## config.mk

```make
export PLATFORM = sky130hd
export DESIGN_NAME = lc3ie_ctrl
export DESIGN_NICKNAME = d
export VERILOG_FILES = /design/src/rtl/lc3ie_pkg.sv /design/src/rtl/lc3ie_ctrl.sv
export SDC_FILE = /design/constraint.sdc
export NUM_CORES = 1
export LEC_CHECK = 0
export BUFFER_PORTS_ARGS = -buffer_cell sky130_fd_sc_hd__buf_4
export CORE_MARGIN = 1.5
export CORE_UTILIZATION = 56
export CTS_CLUSTER_SIZE = 28
export DETAILED_ROUTE_END_ITERATION = 12
export HOLD_SLACK_MARGIN = 0.06
export PLACE_DENSITY_LB_ADDON = 0.08
export SYNTH_ARGS = -nofsm -noshare
export SYNTH_HDL_FRONTEND = slang
export SYNTH_SLANG_ARGS = --single-unit
```

## constraint.sdc

```tcl
create_clock -name clk -period 4.45 [get_ports clk]
set_input_delay 0.2225 -clock clk [delete_from_list [all_inputs] [get_ports clk]]
set_output_delay 0.2225 -clock clk [all_outputs]
set_load 0.02 [all_outputs]
```

## src/rtl/lc3ie_pkg.sv

```systemverilog
package lc3ie_pkg;

  localparam int ADDR_BITS_DEF = 16;
  localparam logic [15:0] START_PC_RST = 16'h3000;

  localparam logic [2:0] CC_NEG  = 3'd4;
  localparam logic [2:0] CC_ZERO = 3'd2;
  localparam logic [2:0] CC_POS  = 3'd1;

  localparam logic ACT_LOAD = 1'b0;
  localparam logic ACT_EXEC = 1'b1;

  localparam logic [3:0] OP_BR   = 4'd0;
  localparam logic [3:0] OP_ADD  = 4'd1;
  localparam logic [3:0] OP_LD   = 4'd2;
  localparam logic [3:0] OP_ST   = 4'd3;
  localparam logic [3:0] OP_JSR  = 4'd4;
  localparam logic [3:0] OP_AND  = 4'd5;
  localparam logic [3:0] OP_LDR  = 4'd6;
  localparam logic [3:0] OP_STR  = 4'd7;
  localparam logic [3:0] OP_NOT  = 4'd9;
  localparam logic [3:0] OP_LDI  = 4'd10;
  localparam logic [3:0] OP_STI  = 4'd11;
  localparam logic [3:0] OP_JMP  = 4'd12;
  localparam logic [3:0] OP_LEA  = 4'd14;

  localparam logic [2:0] R7 = 3'd7;

  typedef struct packed {
    logic        action;
    logic [15:0] load_address;
    logic [15:0] load_data;
    logic [15:0] instruction;
  } in_word_t;

  typedef struct packed {
    logic [15:0] next_pc;
    logic [2:0]  cond_flags;
    logic        reg_written;
    logic [2:0]  dest_index;
    logic [15:0] dest_value;
    logic        mem_written;
    logic [15:0] store_address;
    logic [15:0] store_value;
    logic        unknown_opcode;
  } out_word_t;

  typedef struct packed {
    logic        we;
    logic [2:0]  addr;
    logic [15:0] data;
  } rf_wr_t;

  function automatic logic [15:0] sext9(input logic [15:0] ins);
    return {{7{ins[8]}}, ins[8:0]};
  endfunction

  function automatic logic [15:0] sext6(input logic [15:0] ins);
    return {{10{ins[5]}}, ins[5:0]};
  endfunction

  function automatic logic [15:0] sext5(input logic [15:0] ins);
    return {{11{ins[4]}}, ins[4:0]};
  endfunction

  function automatic logic [15:0] sext11(input logic [15:0] ins);
    return {{5{ins[10]}}, ins[10:0]};
  endfunction

  function automatic logic [2:0] cc_of(input logic [15:0] v);
    logic [2:0] cc;
    if (v == 16'd0) begin
      cc = CC_ZERO;
    end else if (v[15]) begin
      cc = CC_NEG;
    end else begin
      cc = CC_POS;
    end
    return cc;
  endfunction

endpackage

```

## src/rtl/lc3ie_ctrl.sv

```systemverilog
module lc3ie_ctrl
  import lc3ie_pkg::*;
#(
  parameter int ADDR_BITS = ADDR_BITS_DEF
) (
  input  logic                 clk,
  input  logic                 rst_n,
  input  logic                 in_valid,
  output logic                 in_stall,
  input  in_word_t             in_data,
  output logic                 out_valid,
  input  logic                 out_stall,
  output out_word_t            out_data,
  input  logic                 cfg_we,
  input  logic [15:0]          cfg_wdata,
  output logic                 mem_we,
  output logic [ADDR_BITS-1:0] mem_addr,
  output logic [15:0]          mem_wdata,
  input  logic [15:0]          mem_rdata,
  output logic                 rf_rd_en,
  output logic [2:0]           rf_ra_addr,
  output logic [2:0]           rf_rb_addr,
  input  logic [15:0]          rf_ra_data,
  input  logic [15:0]          rf_rb_data,
  output rf_wr_t               rf_wr
);

  localparam logic [2:0] ST_CLR  = 3'd0;
  localparam logic [2:0] ST_IDLE = 3'd1;
  localparam logic [2:0] ST_EX   = 3'd2;
  localparam logic [2:0] ST_M1   = 3'd3;
  localparam logic [2:0] ST_M2   = 3'd4;
  localparam logic [2:0] ST_WB   = 3'd5;

  localparam logic [15:0] ADDR_MASK = 16'((32'd1 << ADDR_BITS) - 32'd1);

  logic [2:0]           state_r, state_nxt;
  logic [ADDR_BITS-1:0] clr_cnt_r;
  logic [15:0]          pc_r;
  logic [2:0]           cc_r, cc_nxt;
  in_word_t             item_r;
  out_word_t            res_r, res_nxt;
  out_word_t            res_out;
  logic                 out_valid_r;
  out_word_t            out_data_r;
  logic                 accept;
  logic                 out_free;
  logic [15:0]          ins;
  logic [3:0]           op;
  logic [15:0]          pc1;
  logic [15:0]          pc_off9;
  logic [15:0]          ra_off6;
  logic [15:0]          rb_val;
  logic [3:0]           in_op;

  assign accept   = in_valid && !in_stall;
  assign in_stall = (state_r != ST_IDLE);
  assign out_free = !out_valid_r || !out_stall;

  assign ins     = item_r.instruction;
  assign op      = ins[15:12];
  assign pc1     = pc_r + 16'd1;
  assign pc_off9 = pc1 + sext9(ins);
  assign ra_off6 = rf_ra_data + sext6(ins);
  assign rb_val  = ins[5] ? sext5(ins) : rf_rb_data;

  // register file read at accept, operands held for the whole item
  assign in_op      = in_data.instruction[15:12];
  assign rf_rd_en   = accept;
  assign rf_ra_addr = in_data.instruction[8:6];
  assign rf_rb_addr = (in_op == OP_ADD || in_op == OP_AND) ?
                      in_data.instruction[2:0] : in_data.instruction[11:9];

  always_comb begin
    state_nxt = state_r;
    res_nxt   = res_r;
    mem_we    = 1'b0;
    mem_addr  = '0;
    mem_wdata = 16'd0;
    case (state_r)
      ST_CLR: begin
        mem_we   = 1'b1;
        mem_addr = clr_cnt_r;
        if (&clr_cnt_r) begin
          state_nxt = ST_IDLE;
        end
      end
      ST_IDLE: begin
        if (accept) begin
          state_nxt = ST_EX;
        end
      end
      ST_EX: begin
        res_nxt         = '0;
        res_nxt.next_pc = pc_r;
        state_nxt       = ST_WB;
        if (item_r.action == ACT_LOAD) begin
          mem_we    = 1'b1;
          mem_addr  = item_r.load_address[ADDR_BITS-1:0];
          mem_wdata = item_r.load_data;
        end else begin
          res_nxt.next_pc = pc1;
          case (op)
            OP_BR: begin
              if ((cc_r & ins[11:9]) != 3'd0) begin
                res_nxt.next_pc = pc_off9;
              end
            end
            OP_ADD: begin
              res_nxt.reg_written = 1'b1;
              res_nxt.dest_index  = ins[11:9];
              res_nxt.dest_value  = rf_ra_data + rb_val;
            end
            OP_AND: begin
              res_nxt.reg_written = 1'b1;
              res_nxt.dest_index  = ins[11:9];
              res_nxt.dest_value  = rf_ra_data & rb_val;
            end
            OP_NOT: begin
              res_nxt.reg_written = 1'b1;
              res_nxt.dest_index  = ins[11:9];
              res_nxt.dest_value  = ~rf_ra_data;
            end
            OP_LEA: begin
              res_nxt.reg_written = 1'b1;
              res_nxt.dest_index  = ins[11:9];
              res_nxt.dest_value  = pc_off9;
            end
            OP_JMP: begin
              res_nxt.next_pc = rf_ra_data;
            end
            OP_JSR: begin
              res_nxt.reg_written = 1'b1;
              res_nxt.dest_index  = R7;
              res_nxt.dest_value  = pc1;
              res_nxt.next_pc     = ins[11] ? pc1 + sext11(ins) : rf_ra_data;
            end
            OP_LD, OP_LDI: begin
              res_nxt.reg_written = 1'b1;
              res_nxt.dest_index  = ins[11:9];
              mem_addr            = pc_off9[ADDR_BITS-1:0];
              state_nxt           = ST_M1;
            end
            OP_LDR: begin
              res_nxt.reg_written = 1'b1;
              res_nxt.dest_index  = ins[11:9];
              mem_addr            = ra_off6[ADDR_BITS-1:0];
              state_nxt           = ST_M1;
            end
            OP_ST: begin
              res_nxt.mem_written   = 1'b1;
              res_nxt.store_address = pc_off9 & ADDR_MASK;
              res_nxt.store_value   = rf_rb_data;
              mem_we                = 1'b1;
              mem_addr              = pc_off9[ADDR_BITS-1:0];
              mem_wdata             = rf_rb_data;
            end
            OP_STR: begin
              res_nxt.mem_written   = 1'b1;
              res_nxt.store_address = ra_off6 & ADDR_MASK;
              res_nxt.store_value   = rf_rb_data;
              mem_we                = 1'b1;
              mem_addr              = ra_off6[ADDR_BITS-1:0];
              mem_wdata             = rf_rb_data;
            end
            OP_STI: begin
              res_nxt.mem_written = 1'b1;
              res_nxt.store_value = rf_rb_data;
              mem_addr            = pc_off9[ADDR_BITS-1:0];
              state_nxt           = ST_M1;
            end
            default: begin
              res_nxt.unknown_opcode = 1'b1;
            end
          endcase
        end
      end
      ST_M1: begin
        state_nxt = ST_WB;
        if (op == OP_LDI) begin
          mem_addr  = mem_rdata[ADDR_BITS-1:0];
          state_nxt = ST_M2;
        end else if (op == OP_STI) begin
          res_nxt.store_address = mem_rdata & ADDR_MASK;
          mem_we                = 1'b1;
          mem_addr              = mem_rdata[ADDR_BITS-1:0];
          mem_wdata             = rf_rb_data;
        end else begin
          res_nxt.dest_value = mem_rdata;
        end
      end
      ST_M2: begin
        res_nxt.dest_value = mem_rdata;
        state_nxt          = ST_WB;
      end
      ST_WB: begin
        if (out_free) begin
          state_nxt = ST_IDLE;
        end
      end
      default: begin
        state_nxt = ST_IDLE;
      end
    endcase
  end

  always_comb begin
    cc_nxt = cc_r;
    if (res_r.reg_written && res_r.dest_index != R7) begin
      cc_nxt = cc_of(res_r.dest_value);
    end else if (res_r.reg_written && op != OP_JSR) begin
      cc_nxt = cc_of(res_r.dest_value);
    end
  end

  always_comb begin
    res_out            = res_r;
    res_out.cond_flags = cc_nxt;
  end

  always_comb begin
    rf_wr.we   = (state_r == ST_WB) && out_free && res_r.reg_written;
    rf_wr.addr = res_r.dest_index;
    rf_wr.data = res_r.dest_value;
  end

  always_ff @(posedge clk) begin
    if (!rst_n) begin
      state_r     <= ST_CLR;
      clr_cnt_r   <= '0;
      pc_r        <= START_PC_RST;
      cc_r        <= CC_ZERO;
      out_valid_r <= 1'b0;
    end else begin
      state_r <= state_nxt;
      if (state_r == ST_CLR) begin
        clr_cnt_r <= clr_cnt_r + ADDR_BITS'(1);
      end
      if (cfg_we) begin
        pc_r <= cfg_wdata;
      end else if (state_r == ST_WB && out_free) begin
        pc_r <= res_r.next_pc;
      end
      if (state_r == ST_WB && out_free) begin
        cc_r        <= cc_nxt;
        out_valid_r <= 1'b1;
      end else if (!out_stall) begin
        out_valid_r <= 1'b0;
      end
    end
  end

  always_ff @(posedge clk) begin
    if (accept) begin
      item_r <= in_data;
    end
    res_r <= res_nxt;
    if (state_r == ST_WB && out_free) begin
      out_data_r <= res_out;
    end
  end

  assign out_valid = out_valid_r;
  assign out_data  = out_data_r;

endmodule

```

==> metrics, run 1 <==
Congestion Overflow GR 0; Post-Syn Area approximately 0.013 mm^2; CTS root buf clkbuf_16; Top FF cell, synth edfxtp_1; crit path launch pc_r[2]; Routed WL 44.0 mm; post-synth top area share between 40% and 50%; Sink Count ~230; DR pass1 iterations 7; Mean Syn Cell Area roughly 10 um^2; PwrDens ~290 mW/mm^2; Max VDD drop ~0.37 mV; final hold vios 0; die area 0.0243 mm^2; Post-synth EDFFs between 150 and 200; max_slew headroom a little under two fifths; crit path capture type output port; Clk pin slew, worst setup/hold paths approximately 0.070 ns; Worst Setup EP mem_addr[13]; via count ~12000; Async SR Flop Fraction 0%; layout cells sized above 1 a little under a quarter; Reg-to-Reg Start pc_r[1]; CTS tree yes; Clock Tree Buf Depth 3; routed len/inst roughly 23 um; Critical Path AT approximately 4 ns; # IOs 253; setup ws final 0.181 ns; WHS around 0.076 ns; DRC 0; TNS Setup 0 ns; GR Util met1 roughly 50%; met3 usage under 10%; syn_nets about 1400; Antenna diodes 0; Yosys reg bits between 200 and 250; grt met2 use between 50% and 60%; post-synthesis sequential area ratio about half; Starting Density between 50% and 60%; cell taking the most area after synthesis edfxtp_1; Die Y between 150 and 200 um; gpl congestion between 0.9 and 1; I/O Buffers 252; Inserted Clock Buffers 24; dpl ws around 0.45 ns; Final Setup Violations 0; GR peak layer met2; Tcrit/Tclk final a little over nine tenths; Nets 1740; antenna viol nets, final 0; Final Slew Violations 0; H-Tree Depth 1; Finished Core Util about three quarters; reg2reg path depth 14; Peak Freq around 230 MHz; Rows 55; initial DRC count ~1600; actual transition at the worst max-transition pin just over 0.9 ns; Startpoint Class flop; GRT Total Usage between 30% and 40%; vias in the first global route between 10000 and 15000; area delta synth->final 28.6%; Synth area leaders edfxtp_1 44%, dfxtp_1 6.0%, ha_1 5.4%; DR vias/cell approximately 6.2; Leakage approximately 6.7 nW; Core ar. roughly 0.023 mm^2; final period demand of the worst path 4.27 ns; Synth warnings 0; RSZ-0062 raised after global routing false; die width ~160 um; status finished, final reports clean; worst-path fanout max 6; Setup CP Type reg -> out; CP Data Required Time between 4 and 5 ns; global-route wire length before repair between 60 and 70 mm; clk_skew about 0.023 ns; hpwl dp approximately 32 mm; HP Class in -> reg; largest net degree at the start of global routing 56; reg-to-reg setup timing slack ~0.67 ns; Synth Instances ~1300; total power 4.81 mW; initial antenna violation count 0; latest clock arrival within the worst-skew pair approximately 0.54 ns; Max Cap Viol 0; Yosys cell types between 70 and 80; worst r2r dst res_out[71]
## layout by cell type, fill, tap and decap left out, types with 17 or more instances in the layout
cell type	instances
buf_4	280
xnor2_1	45
nand3_1	25
a22o_1	20
a21oi_1	67
a22oi_1	17
nor3_1	27
inv_1	37
clkbuf_16	24
dfxtp_1	38
nand2_1	129
ha_1	52
mux2i_1	18
o21ai_0	101
xor2_1	18
nor2_1	90
dlygate4sd3_1	76
and2_1	38
edfxtp_1	192
## sequential cells by signal, indices dropped and copies added, names as in the netlist
name	cells
cc_r	3
clr_cnt_r	16
ins	16
item_r	33
out_data	73
out_valid	1
pc_r	16
res_out	51
rf_wr	19
state_r	3
## layer usage
layer | share of wire, % | up-vias
met4 | 4.1 | 0
li1 | - | 5318
met5 | 0 | -
met1 | 40 | 5540
met3 | 11 | 120
met2 | 45 | 791
## through the flow
| stage | area [um^2] | cells |
|---|---|---|
| after detailed placement | 15200 | 1774 |
| after global routing | 16800 | 1894 |
| after global placement | 15200 | 1774 |
| after floorplan | 13100 | 1255 |
| final | 16800 | 1894 |
| after CTS | 16700 | 1894 |
## logic make-up after synthesis
group	after synthesis	synth area share, %
AND/OR/NAND/NOR	398	14.6
AO/OA/AOI/OAI	358	18.7
flip-flops	231	50.1
buffers and inverters	114	4.05
XOR/XNOR	69	4.68
adder cells (fa/ha/maj)	59	5.82
multiplexers	26	2.07
## area by class of cell
type | count | area [um^2]
flip-flops and latches | 231 | 6550
multi-input cells | 910 | 6110
fillers | 1581 | 5970
repair buffers | 357 | 2880
clock buffers | 30 | 633
well taps | 313 | 392
inverters | 39 | 146
clock inverters | 14 | 92.6
## synthesized netlist by cell type, drive strengths merged (22+ instances only)
library cell    n
edfxtp        192
nand2         131
o21ai         106
nor2           93
a21oi          69
ha             56
xnor2          47
clkbuf         42
and2           40
dfxtp          39
inv            39
buf            33
nor3           30
nand3          25
xor2           22
## report_power, final
group	switching (mW)	total [mW]	internal [mW]
registers	0.0175	2.35	2.33
clock network	0.859	1.88	1.02
logic	0.313	0.582	0.268
## critical path, cell delays in order, from the launching register on
cell and delay [ns]:
dfxtp_1 0.46, nand3_1 0.19, nor3_2 0.25, buf_4 0.18
nand2_1 0.09, xor2_2 0.25, inv_1 0.11, ha_1 0.43
and2_1 0.21, o21ai_0 0.09, a31o_2 0.25, a211o_1 0.29
o311ai_1 0.09, buf_4 0.22, a21oi_1 0.07, o21ai_0 0.15
buf_4 0.17
## what timing repair did
action	4_1_cts	5_1_grt
gates resized for setup	3	16
endpoints found under the hold margin	78	0
pin swaps	0	1
buffers inserted	0	0
endpoints found under the setup margin	4	6
hold buffers	76	0
## worst min path at each step
stage / slack (ns) / start / to / depth (start not counted)
6_report: 0.08 / rst_n / cc_r[1] / 2
5_1_grt: 0.06 / mem_rdata[7] / res_out[24] / 3
4_1_cts: 0.07 / rst_n / pc_r[12] / 2
3_5_place_dp: 0.40 / in_data[31] / item_r[31] / 1
3_3_place_gp: 0.40 / in_data[25] / item_r[25] / 1
2_1_floorplan: 0.32 / in_data[0] / ins[0] / 0
Note: power is estimated with default switching activity, not from simulation.
==> inputs of run 2 (changes only) <==
--- a/config.mk
+++ b/config.mk
@@ -12,6 +12,7 @@
 export DETAILED_ROUTE_END_ITERATION = 12
 export HOLD_SLACK_MARGIN = 0.06
 export PLACE_DENSITY_LB_ADDON = 0.08
+export REMOVE_ABC_BUFFERS = 1
 export SYNTH_ARGS = -nofsm -noshare
 export SYNTH_HDL_FRONTEND = slang
 export SYNTH_SLANG_ARGS = --single-unit
==> run 2 against run 1 <==
Compared with the run above: routed wire length decreased by 4.7%; sequential power about the same; flip-flop and latch count unchanged; total power increased by 1.1%; global-route usage decreased by 2.1 points; cell count decreased by 0.42%.
==> metrics, run 2 (synthesis gave the netlist of run 1 again) <==
clk_skew 0.0233 ns (+0.000233 ns); logic gate share of total power 11.1% (-1.0 points); CP delay by family, top simple AND/OR/NAND/NOR gates; Antenna diodes 0 (unchanged); CP Data Required Time 4.23 ns (about the same); GRT Total Usage 33.8% (-2.1 points); reg2reg path depth 14 (unchanged); Max VDD drop 0.366 mV (-2.0%); Tcrit/Tclk final 94.9% (-1.0 points); Nets 1736 (-0.23%); final period demand of the worst path 4.22 ns (-0.0455 ns); I/O Buffers 252 (unchanged); hpwl dp 30.0 mm (-6.5%); max reg flops 73 (unchanged); Congestion Overflow GR 0 (unchanged); # IOs 253 (unchanged); worst r2r dst res_out[72]; switch share 22.5% (-2.2 points); vias in the first global route 11200 (+0.65%); DR pass1 iterations 7 (unchanged); H-Tree Depth 1 (unchanged); HP Class in -> reg; Clock Tree Buf Depth 3 (unchanged); antenna viol nets, final 0 (unchanged); Peak Freq 237 MHz (+1.1%); Int Pwr 3.76 mW (+4.1%); latest clock arrival within the worst-skew pair 0.52 ns (-0.02 ns); Max Cap Viol 0 (unchanged); Non-Filler Cell Area, Final 0.0168 mm^2 (-0.24%); DRC 0 (unchanged); DR vias/cell 6.13 (-1.4%); RSZ-0062 raised after global routing false; gpl congestion 0.947 (-5.2%); Core ar. 0.0228 mm^2 (unchanged); via count 11600 (-1.8%); crit path launch pc_r[1]; actual transition at the worst max-transition pin 1.15 ns (+0.213 ns); Sink Count 231 (unchanged); most common cell after layout, fill and taps aside buf_4; Critical Path AT 4.00 ns (-0.05 ns); Die Y 156 um (unchanged); Clk pin slew, worst setup/hold paths 0.06 ns (about the same); CP max-delay cell or3_4; Starting Density 57.4% (unchanged); TNS Setup 0 ns (unchanged); most frequent cells in the layout 277 x buf_4, 192 x edfxtp_1, 128 x nand2_1; CTS root buf clkbuf_16; Routed WL 41.9 mm (-4.7%); Worst Setup EP mem_addr[15]; slowest stage delay, CP 0.41 ns (-0.05 ns); initial antenna violation count 1 (+1); largest net degree at the start of global routing 47 (-16%); crit path capture type output port; Final Slew Violations 0 (unchanged); Reg-to-Reg Start pc_r[1]; Setup CP Type reg -> out; sequential power share 48.3% (-0.5 points); CP Depth 15 (-1); layout cells sized above 1 22.6% (-0.77 points); die area 0.0243 mm^2 (unchanged); Placement Cell Area 0.0152 mm^2 (-0.20%); PwrDens 290 mW/mm^2 (+1.3%); Switching Power 1.09 mW (-8.0%); global-route wire length before repair 62.1 mm (-5.2%); CTS tree yes; Final Setup Violations 0 (unchanged); Leakage 6.68 nW (about the same); reg-to-reg setup timing slack 0.73 ns (+0.06 ns); Non-Filler Instances 1886 (-0.42%); die width 156 um (unchanged); Clk pwr share 40.6% (+1.5 points); initial DRC count 1250 (-22%); area delta synth->final 28.3%; Startpoint Class flop; Inserted Clock Buffers 23 (-4.2%); routed len/inst 22.2 um (-4.3%); dpl cells 1770 (-0.23%); Buffers & Inverters on Critical Path 2 (-2); Rows 55 (unchanged); max_slew headroom 22.7% (-15 points); status finished, final reports clean; final hold vios 0 (unchanged); crit-path cells ha_2, nand2_1, or3_4, nor2_1, xnor2_1, inv_1, ha_1, a21o_1, o21ai_0, a31o_2, a21oi_1, or3_1, nand2_2, o211ai_1, buf_4; worst-path fanout max 6 (unchanged)
[run 2: final cells by class]
cell class | instances | area (um^2)
Tap cell | 313 | 392
Multi-Input combinational cell | 910 | 6060
Sequential cell | 231 | 6550
Fill cell | 1546 | 6010
Clock buffer | 25 | 583
Clock inverter | 14 | 171
Timing Repair Buffer | 354 | 2860
Inverter | 39 | 146
[run 2: worst register-to-register path, delay by kind of cell, from the launching register on]
family,cells,cell delay [ns]
AOI/OAI and AO/OA,6,1.10
buffers and inverters,1,0.13
xor gates and xnor gates,1,0.18
and+or+nand+nor,4,1.07
adders and majority gates,2,0.59
DFF,1,0.37
[run 2: through the flow]
step / worst slack (ns) / hold slack (ns) / utilization (%) / total power [mW]
2_1_floorplan: 0.778 / 0.284 / - / 2.65
3_3_place_gp: 0.447 / 0.401 / 66.7 / 2.84
3_5_place_dp: 0.343 / 0.402 / 66.7 / 2.85
4_1_cts: 0.00889 / 0.0605 / 73.4 / 4.85
5_1_grt: 0.0151 / 0.0676 / 73.6 / 4.98
6_report: 0.227 / 0.0771 / 73.6 / 4.86
[run 2: layer usage]
metal,global-route usage [%],wire length [um],up-vias,share of wire [%]
li1,-,-,5315,-
met2,57.0,20000,672,48
met4,13.3,1610,0,3.8
met3,5.39,3310,129,7.9
met1,43.9,17000,5442,40
met5,0,0,-,0
[run 2: how the worst min path moves through the flow]
stage | startpoint | cells after the start | endpoint
2_1_floorplan | rst_n | 1 | pc_r[12]
5_1_grt | mem_rdata[6] | 3 | res_out[23]
6_report | cfg_wdata[11] | 4 | pc_r[11]
4_1_cts | mem_rdata[6] | 3 | res_out[23]
3_3_place_gp | in_data[38] | 1 | item_r[38]
3_5_place_dp | in_data[27] | 1 | item_r[27]
[run 2: timing repair]
item | in CTS | in global routing
pin swaps | 0 | 1
cloned | 0 | 0
gates resized for setup | 4 | 8
hold buffers | 76 | 0
setup endpoints to repair | 4 | 5
endpoints found under the hold margin | 76 | 0
setup buffers | 0 | 1
[run 2: power groups by stage]
stage               clock, mW  combinational [mW]  sequential, mW
finish                   1.97               0.538            2.35
global route             2.06               0.577            2.35
CTS                      1.98               0.521            2.34
detailed placement          0               0.460            2.39
global placement            0               0.454            2.39
floorplan                   0               0.259            2.39
