==> config.mk <==
export PLATFORM = sky130hd
export DESIGN_NAME = lc3ie_rf
export DESIGN_NICKNAME = d
export VERILOG_FILES = /design/src/rtl/lc3ie_pkg.sv /design/src/rtl/lc3ie_rf.sv
export SDC_FILE = /design/constraint.sdc
export NUM_CORES = 1
export LEC_CHECK = 0
export BUFFER_PORTS_ARGS = -buffer_cell sky130_fd_sc_hd__buf_2
export CORE_ASPECT_RATIO = 1.5
export CORE_MARGIN = 3
export CORE_UTILIZATION = 50
export CTS_CLUSTER_SIZE = 28
export DETAILED_ROUTE_END_ITERATION = 16
export HOLD_SLACK_MARGIN = 0.02
export PLACE_DENSITY = 0.79
export SKIP_CTS_REPAIR_TIMING = 1
export SLEW_MARGIN = 10
export SYNTH_ARGS = -nofsm -noshare
export SYNTH_HDL_FRONTEND = slang
export SYNTH_SLANG_ARGS = --single-unit
==> constraint.sdc <==
create_clock -name clk -period 2 [get_ports clk]
set_clock_uncertainty 0.2 [all_clocks]
set_input_delay 0.2 -clock clk [delete_from_list [all_inputs] [get_ports clk]]
set_output_delay 0.2 -clock clk [all_outputs]
set_load 0.02 [all_outputs]
==> src/rtl/lc3ie_pkg.sv <==
package lc3ie_pkg;

  localparam int ADDR_BITS_DEF = 16;
  localparam logic [15:0] START_PC_RST = 16'h3000;

  localparam logic [2:0] CC_NEG  = 3'd4;
  localparam logic [2:0] CC_ZERO = 3'd2;
  localparam logic [2:0] CC_POS  = 3'd1;

  localparam logic ACT_LOAD = 1'b0;
  localparam logic ACT_EXEC = 1'b1;

  localparam logic [3:0] OP_BR   = 4'd0;
  localparam logic [3:0] OP_ADD  = 4'd1;
  localparam logic [3:0] OP_LD   = 4'd2;
  localparam logic [3:0] OP_ST   = 4'd3;
  localparam logic [3:0] OP_JSR  = 4'd4;
  localparam logic [3:0] OP_AND  = 4'd5;
  localparam logic [3:0] OP_LDR  = 4'd6;
  localparam logic [3:0] OP_STR  = 4'd7;
  localparam logic [3:0] OP_NOT  = 4'd9;
  localparam logic [3:0] OP_LDI  = 4'd10;
  localparam logic [3:0] OP_STI  = 4'd11;
  localparam logic [3:0] OP_JMP  = 4'd12;
  localparam logic [3:0] OP_LEA  = 4'd14;

  localparam logic [2:0] R7 = 3'd7;

  typedef struct packed {
    logic        action;
    logic [15:0] load_address;
    logic [15:0] load_data;
    logic [15:0] instruction;
  } in_word_t;

  typedef struct packed {
    logic [15:0] next_pc;
    logic [2:0]  cond_flags;
    logic        reg_written;
    logic [2:0]  dest_index;
    logic [15:0] dest_value;
    logic        mem_written;
    logic [15:0] store_address;
    logic [15:0] store_value;
    logic        unknown_opcode;
  } out_word_t;

  typedef struct packed {
    logic        we;
    logic [2:0]  addr;
    logic [15:0] data;
  } rf_wr_t;

  function automatic logic [15:0] sext9(input logic [15:0] ins);
    return {{7{ins[8]}}, ins[8:0]};
  endfunction

  function automatic logic [15:0] sext6(input logic [15:0] ins);
    return {{10{ins[5]}}, ins[5:0]};
  endfunction

  function automatic logic [15:0] sext5(input logic [15:0] ins);
    return {{11{ins[4]}}, ins[4:0]};
  endfunction

  function automatic logic [15:0] sext11(input logic [15:0] ins);
    return {{5{ins[10]}}, ins[10:0]};
  endfunction

  function automatic logic [2:0] cc_of(input logic [15:0] v);
    logic [2:0] cc;
    if (v == 16'd0) begin
      cc = CC_ZERO;
    end else if (v[15]) begin
      cc = CC_NEG;
    end else begin
      cc = CC_POS;
    end
    return cc;
  endfunction

endpackage

==> src/rtl/lc3ie_rf.sv <==
module lc3ie_rf
  import lc3ie_pkg::*;
(
  input  logic        clk,
  input  logic        rst_n,
  input  logic        rd_en,
  input  logic [2:0]  ra_addr,
  input  logic [2:0]  rb_addr,
  output logic [15:0] ra_data,
  output logic [15:0] rb_data,
  input  rf_wr_t      wr
);

  logic [15:0] mem [0:7];
  logic [7:0]  vld_r;

  always_ff @(posedge clk) begin
    if (!rst_n) begin
      vld_r <= '0;
    end else if (wr.we) begin
      vld_r[wr.addr] <= 1'b1;
    end
  end

  always_ff @(posedge clk) begin
    if (wr.we) begin
      mem[wr.addr] <= wr.data;
    end
    if (rd_en) begin
      ra_data <= vld_r[ra_addr] ? mem[ra_addr] : 16'd0;
      rb_data <= vld_r[rb_addr] ? mem[rb_addr] : 16'd0;
    end
  end

endmodule

==> results of run 1 <==
## power by group
| part | internal [mW] | switching (mW) |
|---|---|---|
| registers | 3.98 | 0.0491 |
| clock network | 1.99 | 1.36 |
| logic | 0.340 | 0.373 |
| total | 6.32 | 1.78 |
## stage by stage
step / total power [mW] / cell area, µm² / hold WS [ps]
after detailed placement: 4.802 / 8079 / 261.7
after CTS: 8.128 / 8698 / -176.9
after global routing: 8.359 / 8869 / 166.0
final: 8.097 / 8869 / 156.8
after global placement: 4.776 / 8079 / 260.7
after floorplan: 4.561 / 7416 / 98.87
## layer usage
layer	GRT usage (%)	wire, µm
met1	21.71	5014
met4	8.130	295
met3	4.276	864
met5	0	0
met2	34.82	8369
## state kept, by name (all words and copies together) (netlist names)
| name | flops |
|---|---|
| rb_data | 16 |
| vld_r | 8 |
| mem | 128 |
| ra_data | 16 |
## logic make-up (layout without fill, tap and decap cells)
group	after synthesis	after routing	synth area share (%)
AO/OA/AOI/OAI	8	8	0.8110
buffers and inverters	23	131	2.095
flip-flops	168	168	67.04
multiplexers	102	102	25.61
AND/OR/NAND/NOR	45	45	4.443
## layout make-up
cell class / count / area [µm²]
clock buffer: 17 / 425.4
clock inverter: 15 / 193.9
fill: 973 / 5389
multi-input combinational: 155 / 2296
sequential: 168 / 4965
tap: 192 / 240.2
timing repair buffer: 99 / 748.2
## worst max-delay path by stage
stage	start	to	slack, ps
2_1_floorplan	ra_addr[0]	ra_data[0]$_SDFFCE_PN0P_	160
3_3_place_gp	rb_addr[0]	rb_data[5]$_SDFFCE_PN0P_	70
3_5_place_dp	rb_addr[0]	rb_data[2]$_SDFFCE_PN0P_	40
4_1_cts	vld_r[7]$_SDFFE_PN0P_	rb_data[5]$_SDFFCE_PN0P_	210
5_1_grt	vld_r[7]$_SDFFE_PN0P_	rb_data[5]$_SDFFCE_PN0P_	180
6_report	vld_r[6]$_SDFFE_PN0P_	rb_data[5]$_SDFFCE_PN0P_	230
## worst reg2reg max path: cells and delay by family (launching register included)
kind	cells	cell delay (ps)
AND/OR/NAND/NOR	1	90
flip-flops	1	330
multiplexers	2	670
buffers and inverters	1	230
## cells in the final DEF (no fill, tap or decap), drive strengths merged
master	netlist	final
clkbuf	6	17
clkinvlp	0	5
mux2i	34	34
nor2	38	38
dlygate4sd3	0	17
nand2b	3	3
nor3	2	2
clkinv	0	3
o21a	8	8
mux4	68	68
buf	17	82
inv	0	4
nand2	2	2
bufinv	0	3
edfxtp	160	160
dfxtp	8	8
==> results.md, run 1 <==
| Item | This run | Unit |
|:---|:---|:---|
| Result of the run | completed | - |
| Portion of synthesized cell area occupied by the leading cell type | 64.88 | % |
| Synth area leader | edfxtp_1 | - |
| Total CTS buffers | 17 | - |
| Ordered cell list for the critical path | mux4_2 -> mux2i_4 -> buf_12 -> nor2_1 | - |
| Slew Limit Fails | 0 | - |
| Crit path buf inv count | 1 | - |
| Beginning of the worst hold path | rd_en | - |
| Most frequent cell after synthesis | edfxtp_1 | - |
| Final Instance Count excl. Fillers | 646 | - |
| Via count of the first global-routing pass | 4033 | - |
| Sort of element at the start of the critical path | flip-flop | - |
| Count of vias placed by the detailed router | 3679 | - |
| CTS sink cnt | 168 | - |
| Hold Crit Class | input port to flip-flop | - |
| Count of state elements after synthesis | 168 | - |
| Pre-CTS WS | 38.84 | ps |
| Leakage power total | 3.045 | nW |
| Library cell used as clock root buffer | clkbuf_16 | - |
| Max Cap Violations | 0 | - |
| Cell count along the critical path | 4 | - |
| Delay of the slowest critical-path stage | 490 | ps |
| Top-Level Pins | 61 | - |
| Maximum clock frequency | 563.7 | MHz |
| Endpoint of the worst hold path | rb_data[12]$_SDFFCE_PN0P_ | - |
| Maximum number of buffers from clock root to sink | 2 | - |
| Number of DRC markers in iteration 0 | 169 | - |
| Number of nets at the end of the flow | 470 | - |
| Dpl cells | 597 | - |
| Max-slew headroom at the worst pin | 68.88 | % |
| Final Core Density | 62.20 | % |
| Initial core utilization | 51.94 | % |
| Final period util | 88.71 | % |
| Average footprint of a synthesized cell | 21.40 | µm² |
| Clock insertion delay at the later pin of the skew report | 420 | ps |
| Number of buffers added on ports | 60 | - |
| Worst vdd ir | 0.6644 | mV |
| Initial antenna violation count | 0 | - |
| Worst endpoint required time | 1970 | ps |
| Share of the yosys chip area belonging to registers | 67.04 | % |
| Slew @ Worst Pin | 466.8 | ps |
| Clock-pin transition on the worst setup and hold timing paths | 60 | ps |
| Cells on Worst Hold Path | 2 | - |
| Wire length reported by the detailed router | 14540 | µm |
| Kind of cell adding the most delay to the critical path | multiplexers | - |
| Diode insertion count for antenna repair | 0 | - |
| Post-detailed-placement half-perimeter wirelength | 8834 | µm |
| Endpoint of the worst-slack reg-to-reg timing path | rb_data[5]$_SDFFCE_PN0P_ | - |
| Maximum level of the CTS H-tree | 4 | - |
| Ratio of total power to cell area | 913.1 | nW/µm² |
| Fraction of synthesis flops using an asynchronous set or reset pin | 0 | % |
| Critical setup path kind | flip-flop to flip-flop | - |
| Routability Congestion | 0.7385 | - |
| Post-route setup TNS | 0 | ps |
| Hold Fails Final Rpt | 0 | - |
| Crit path DAT | 1740 | ps |
| Maximum number of pins on one net before global-route repair | 34 | - |
| Area Growth Syn to Fin | 19.75 | % |
| Setup slack of the most critical reg-to-reg path | 230 | ps |
| Post-route setup slack | 225.9 | ps |
| Post-synth design cell area | 7406 | µm² |
| Top cells by area in the synthesized netlist | edfxtp_1 (65%), mux4_2 (21%), mux2i_1 (4.3%), nor2_4 (3.0%), dfxtp_1 (2.2%) | - |
| Die height | 155.1 | µm |
| Start of the worst register-to-register path | vld_r[6]$_SDFFE_PN0P_ | - |
| Number of standard cells after synthesis | 346 | - |
| Final period demand of the worst path | 1774 | ps |
| Aggregate global-route resource usage | 19.20 | % |
| Cell with the largest stage delay on the worst path | mux4_2 | - |
| Area of the core | 14260 | µm² |
| Synth Flop Type | edfxtp_1 | - |
| Average wire per cell in the routed design | 22.51 | µm |
| Number of failing setup endpoints in the final timing report | 0 | - |
| Setup repair after global routing missed its margin | no | - |
| Synth top cells by count | edfxtp_1 (160), mux4_2 (68), mux2i_1 (32), nor2_4 (20), nor2_1 (18) | - |
| Via density per instance | 5.695 | - |
| Number of distinct library cells after synthesis | 17 | - |
| Number of nets produced by synthesis | 375 | - |
| CP Max Fanout | 16 | - |
| Site row count | 53 | - |
| DRC violations left | 0 | - |
| Die Area | 16340 | µm² |
| DRT Pass-1 Iters | 4 | - |
| Overall die width | 105.4 | µm |
| Number of synthesized flops with an enable pin | 160 | - |
| Share of cells above drive strength 1 | 45.37 | % |
| Cell count of the worst reg-to-reg path | 4 | - |
| First-pass GRT wire length | 22800 | µm |
| Number of synthesis warnings | 0 | - |
| Total overflow reported by the global router | 0 | - |
| Post-DRT Antenna Nets | 0 | - |
| Crit. End Element | flip-flop | - |
| TritonCTS clock tree | yes | - |
(Power assumes the default switching activity.)
==> inputs of run 2 (changes only) <==
--- a/config.mk
+++ b/config.mk
@@ -5,14 +5,14 @@
 export SDC_FILE = /design/constraint.sdc
 export NUM_CORES = 1
 export LEC_CHECK = 0
-export BUFFER_PORTS_ARGS = -buffer_cell sky130_fd_sc_hd__buf_2
+export BUFFER_PORTS_ARGS = -buffer_cell sky130_fd_sc_hd__clkbuf_2
 export CORE_ASPECT_RATIO = 1.5
 export CORE_MARGIN = 3
-export CORE_UTILIZATION = 50
+export CORE_UTILIZATION = 46
 export CTS_CLUSTER_SIZE = 28
 export DETAILED_ROUTE_END_ITERATION = 16
 export HOLD_SLACK_MARGIN = 0.02
-export PLACE_DENSITY = 0.79
+export PLACE_DENSITY = 0.74
 export SKIP_CTS_REPAIR_TIMING = 1
 export SLEW_MARGIN = 10
 export SYNTH_ARGS = -nofsm -noshare
==> run 2 against run 1 <==
  * Die area is 8.3% higher
  * Power is 4.9% lower
  * Clock-buffer cell count unchanged
  * Critical path type unchanged
  * Final cell count is 2.5% higher
  * Worst hold slack got worse by 12 ps
==> results.md, run 2 (synthesis results as in run 1) <==
| Item | This run | Unit |
|:---|:---|:---|
| Crit path buf inv count | 1 | - |
| Total overflow reported by the global router | 0 | - |
| Via density per instance | 5.529 | - |
| Share of cells above drive strength 1 | 45.75 | % |
| Post-Route Hold Slack | 144.4 | ps |
| Leakage power total | 3.039 | nW |
| Routability Congestion | 0.7234 | - |
| Number of nets at the end of the flow | 475 | - |
| Post-DRT Antenna Nets | 0 | - |
| Ratio of total power to cell area | 873.0 | nW/µm² |
| Post-route setup slack | 210.3 | ps |
| Diode insertion count for antenna repair | 0 | - |
| Slew @ Worst Pin | 449.4 | ps |
| Count of vias placed by the detailed router | 3660 | - |
| Maximum level of the CTS H-tree | 4 | - |
| Aggregate global-route resource usage | 17.53 | % |
| Maximum number of pins on one net before global-route repair | 34 | - |
| Number of failing setup endpoints in the final timing report | 0 | - |
| Critical setup path kind | flip-flop to flip-flop | - |
| Clock-pin transition on the worst setup and hold timing paths | 70 | ps |
| Max Cap Violations | 0 | - |
| Worst vdd ir | 0.5272 | mV |
| Most common library cell in the layout ignoring fill and taps | edfxtp_1 | - |
| Kind of cell adding the most delay to the critical path | multiplexers | - |
| CP Max Fanout | 11 | - |
| Max-slew headroom at the worst pin | 70.04 | % |
| Number of DRC markers in iteration 0 | 308 | - |
| Sort of element at the start of the critical path | flip-flop | - |
| Slew Limit Fails | 0 | - |
| Result of the run | completed | - |
| Crit. End Element | flip-flop | - |
| Final Core Density | 56.18 | % |
| Registers with the highest flip-flop counts | mem: 128 flops, ra_data: 16 flops, rb_data: 16 flops | - |
| Cell count of the worst reg-to-reg path | 4 | - |
| Number of buffers added on ports | 60 | - |
| Area of the core | 15700 | µm² |
| Final period util | 89.49 | % |
| Internal power component | 5.937 | mW |
| Area Growth Syn to Fin | 19.06 | % |
| Initial core utilization | 47.19 | % |
| Hold Fails Final Rpt | 0 | - |
| Power share of the sequential group | 52.4 | % |
| Proportion of power drawn by combinational gates | 9.3 | % |
| Overall die width | 109.6 | µm |
| First-pass GRT wire length | 22350 | µm |
| Biggest register | mem | - |
| Net switching power | 1.761 | mW |
| Die height | 161.4 | µm |
| Wire length reported by the detailed router | 14610 | µm |
| Hold Crit Class | input port to flip-flop | - |
| Worst endpoint required time | 1960 | ps |
| Sw frac | 22.88 | % |
| Pre-CTS WS | 18.81 | ps |
| Post-detailed-placement half-perimeter wirelength | 9027 | µm |
| DRT Pass-1 Iters | 4 | - |
| Library cell used as clock root buffer | clkbuf_16 | - |
| Maximum number of buffers from clock root to sink | 2 | - |
| Site row count | 56 | - |
| Initial antenna violation count | 0 | - |
| Crit path DAT | 1750 | ps |
| TritonCTS clock tree | yes | - |
| Flip-flop count of the largest register, all copies and words added | 128 | - |
| Cells on Worst Hold Path | 2 | - |
| Delay of the slowest critical-path stage | 510 | ps |
| Commonest cells after routing, fill and taps aside | edfxtp_1 (160), mux4_2 (68), clkbuf_2 (60) | - |
| Top-Level Pins | 61 | - |
| Average wire per cell in the routed design | 22.07 | µm |
| Setup repair after global routing missed its margin | no | - |
| Cell count along the critical path | 4 | - |
| Ordered cell list for the critical path | mux4_2 -> mux2i_4 -> buf_12 -> nor2_1 | - |
| Cell with the largest stage delay on the worst path | mux4_2 | - |
| Via count of the first global-routing pass | 3926 | - |
| Clock insertion delay at the later pin of the skew report | 410 | ps |
| Maximum clock frequency | 558.8 | MHz |
| Final period demand of the worst path | 1790 | ps |
| Total CTS buffers | 17 | - |
| CTS sink cnt | 168 | - |
| Post-route setup TNS | 0 | ps |
| Proportion of power drawn by the clock network | 38.3 | % |
| Die Area | 17690 | µm² |
| DRC violations left | 0 | - |
[run 2: cell count changes in the layout (fill, tap and decap cells not counted), sizes merged]
cell	delta
clkinvlp	-3
clkbuf	+60
bufinv	-3
inv	+3
clkinv	+3
buf	-55
[run 2: area by class of cell]
cell class                 instances  area (µm²)
clock buffer                      17       425.4
sequential                       168        4965
multi-input combinational        155        2296
clock inverter                    15       116.4
fill                            1197        6878
timing repair buffer             104       760.7
tap                              203       254.0
[run 2: power groups by stage]
stage | Combinational (mW) | Clock, mW | Sequential, mW
after floorplan | 0.423 | 0 | 4.14
after global placement | 0.685 | 0 | 4.10
after detailed placement | 0.699 | 0 | 4.11
after CTS | 0.701 | 3.00 | 4.03
after global routing | 0.768 | 3.16 | 4.04
final | 0.716 | 2.95 | 4.03
[run 2: worst register-to-register path, cell delays in order (launching register included)]
cell	delay [ps]
dfxtp_1	330
mux4_2	510
mux2i_4	200
buf_12	210
nor2_1	90
[run 2: metrics by stage]
stage          power (mW)  instance area (µm²)  cells
2_1_floorplan       4.561                 7416    346
3_3_place_gp        4.781                 8105    613
3_5_place_dp        4.805                 8105    613
4_1_cts             7.740                 8647    645
5_1_grt             7.976                 8817    662
6_report            7.697                 8817    662
[run 2: final timing paths]
check                              endpoint                   from  slack, ps
hold / removal    rb_data[13]$_SDFFCE_PN0P_                  rd_en        140
setup / recovery   rb_data[7]$_SDFFCE_PN0P_  vld_r[7]$_SDFFE_PN0P_        210
setup reg to reg   rb_data[7]$_SDFFCE_PN0P_  vld_r[7]$_SDFFE_PN0P_        210
hold reg to reg       vld_r[1]$_SDFFE_PN0P_  vld_r[1]$_SDFFE_PN0P_        300
[run 2: per-layer routing]
layer  vias up  wire length (µm)  global-route usage, %
met5         -                 0                      0
met1      1880              5064                  20.30
met3        11               791                  3.599
li1       1649                 -                      -
met2       120              8537                  31.74
met4         0               214                  6.069
==> inputs of run 3 (changes only) <==
--- a/config.mk
+++ b/config.mk
@@ -8,11 +8,11 @@
 export BUFFER_PORTS_ARGS = -buffer_cell sky130_fd_sc_hd__clkbuf_2
 export CORE_ASPECT_RATIO = 1.5
 export CORE_MARGIN = 3
-export CORE_UTILIZATION = 46
+export CORE_UTILIZATION = 50
 export CTS_CLUSTER_SIZE = 28
 export DETAILED_ROUTE_END_ITERATION = 16
 export HOLD_SLACK_MARGIN = 0.02
-export PLACE_DENSITY = 0.74
+export PLACE_DENSITY = 0.79
 export SKIP_CTS_REPAIR_TIMING = 1
 export SLEW_MARGIN = 10
 export SYNTH_ARGS = -nofsm -noshare
==> run 3 against run 2 <==
  * Routed wire length increased by 3.0%
  * Critical path depth unchanged
  * Utilization increased by 5.7 points
  * Fmax down 0.56%
  * Design area grew 0.13%
  * Sequential power about the same
  * Largest cell class unchanged
  * Largest power group unchanged
  * Non-clock buffer count is 5 lower
  * Worst hold slack worse by 14 ps
  * First-iteration DRC count up 0.65%
  * Die area down 7.6%
  * Critical path type unchanged
  * Final cell count is 2.4% lower
  * Clock power up 7.8%
==> results.md, run 3 (synthesis results as in run 1) <==
| Item | This run | Unit |
|:---|:---|:---|
| Area Growth Syn to Fin | 19.21 | % |
| Hold Crit Class | input port to flip-flop | - |
| First-pass GRT wire length | 23400 | µm |
| Final period demand of the worst path | 1800 | ps |
| Area of the core | 14260 | µm² |
| Crit path DAT | 1770 | ps |
| Worst vdd ir | 0.5274 | mV |
| Slew @ Worst Pin | 430.5 | ps |
| Library cell used as clock root buffer | clkbuf_16 | - |
| Clock-pin transition on the worst setup and hold timing paths | 60 | ps |
| Share of cells above drive strength 1 | 44.93 | % |
| Maximum level of the CTS H-tree | 4 | - |
| Top-Level Pins | 61 | - |
| Dpl cells | 597 | - |
| Max-slew headroom at the worst pin | 71.30 | % |
| Registers with the highest flip-flop counts | mem: 128 flops, ra_data: 16 flops, rb_data: 16 flops | - |
| Ratio of total power to cell area | 898.6 | nW/µm² |
| Setup repair after global routing missed its margin | no | - |
| Slew Limit Fails | 0 | - |
| Maximum clock frequency | 555.6 | MHz |
| Overall die width | 105.4 | µm |
| Count of vias placed by the detailed router | 3786 | - |
| Post-route setup TNS | 0 | ps |
| Via count of the first global-routing pass | 4100 | - |
| Clock insertion delay at the later pin of the skew report | 420 | ps |
| Number of failing setup endpoints in the final timing report | 0 | - |
| Die height | 155.1 | µm |
| TritonCTS clock tree | yes | - |
| Aggregate global-route resource usage | 19.68 | % |
| CTS sink cnt | 168 | - |
| Post-route setup slack | 200.3 | ps |
| Average wire per cell in the routed design | 23.29 | µm |
| Number of DRC markers in iteration 0 | 310 | - |
| CP Max Fanout | 16 | - |
| Seq. cell area | 4965 | µm² |
| Pre-CTS WS | -18.71 | ps |
| DRT Pass-1 Iters | 4 | - |
| Sort of element at the start of the critical path | flip-flop | - |
| Tot Pwr | 7.933 | mW |
| Routability Congestion | 0.7407 | - |
| Final period util | 89.99 | % |
| Count of filler cells inserted in the layout | 959 | - |
| Total overflow reported by the global router | 0 | - |
| Combined area of the multi-input logic cells | 2296 | µm² |
| Leakage power total | 3.028 | nW |
| Critical setup path kind | flip-flop to flip-flop | - |
| Crit. End Element | flip-flop | - |
| Via density per instance | 5.861 | - |
| Maximum number of buffers from clock root to sink | 2 | - |
| Cell count of the worst reg-to-reg path | 4 | - |
| Wire length reported by the detailed router | 15050 | µm |
| Worst endpoint required time | 1970 | ps |
| Most common library cell in the layout ignoring fill and taps | edfxtp_1 | - |
| Biggest register | mem | - |
| Post-DRT Antenna Nets | 0 | - |
| Number of nets at the end of the flow | 470 | - |
| Diode insertion count for antenna repair | 0 | - |
| Flip-flop count of the largest register, all copies and words added | 128 | - |
| Initial core utilization | 51.94 | % |
| Number of buffers added on ports | 60 | - |
| Hold Fails Final Rpt | 0 | - |
| Post-detailed-placement half-perimeter wirelength | 9040 | µm |
| Maximum number of pins on one net before global-route repair | 34 | - |
| Initial antenna violation count | 0 | - |
| DRC violations left | 0 | - |
| Result of the run | completed | - |
| Post-Route Hold Slack | 130.7 | ps |
| Cells on Worst Hold Path | 2 | - |
| Site row count | 53 | - |
| Die Area | 16340 | µm² |
| Total CTS buffers | 17 | - |
| Max Cap Violations | 0 | - |
| Commonest cells after routing, fill and taps aside | edfxtp_1 (160), mux4_2 (68), clkbuf_2 (60) | - |
| Final Instance Count excl. Fillers | 646 | - |
## run 3: cell count changes in the layout (fill, tap and decap cells not counted), sizes merged
cell	before	now
bufinv	0	2
buf	27	22
inv	7	2
clkinvlp	2	5
## run 3: routing by layer
layer,vias to the layer above,wire length [µm],GRT usage (%)
met3,23,957,4.525
met4,0,246,7.755
li1,1644,-,-
met2,129,8882,36.65
met5,-,0,0
met1,1990,4960,21.48
## run 3: cell type report
cell class	count	share of cell area, %
well taps	192	2.721
multi-input cells	155	26.01
repair buffers	99	8.475
flip-flops and latches	168	56.24
clock inverters	15	1.743
clock buffers	17	4.819
## run 3: worst paths after layout
path / from / endpoint / slack (ps)
max: vld_r[7]$_SDFFE_PN0P_ / rb_data[7]$_SDFFCE_PN0P_ / 200
min: rd_en / rb_data[12]$_SDFFCE_PN0P_ / 130
max reg2reg: vld_r[7]$_SDFFE_PN0P_ / rb_data[7]$_SDFFCE_PN0P_ / 200
min reg2reg: vld_r[1]$_SDFFE_PN0P_ / vld_r[1]$_SDFFE_PN0P_ / 300
## run 3: power breakdown
| part | switching (mW) | internal (mW) |
|---|---|---|
| logic | 0.373 | 0.339 |
| registers | 0.0533 | 3.99 |
| clock network | 1.35 | 1.84 |
## run 3: per-stage QoR
step | util (%) | area, µm²
3_3_place_gp | 56.67 | 8079
3_5_place_dp | 56.67 | 8079
4_1_cts | 60.73 | 8658
6_report | 61.92 | 8828
2_1_floorplan | - | 7416
5_1_grt | 61.92 | 8828
## run 3: worst max-delay path: stages (launching register included)
cell	delay [ps]
dfxtp_1	340
mux4_2	510
mux2i_4	180
buf_12	230
nor2_1	80
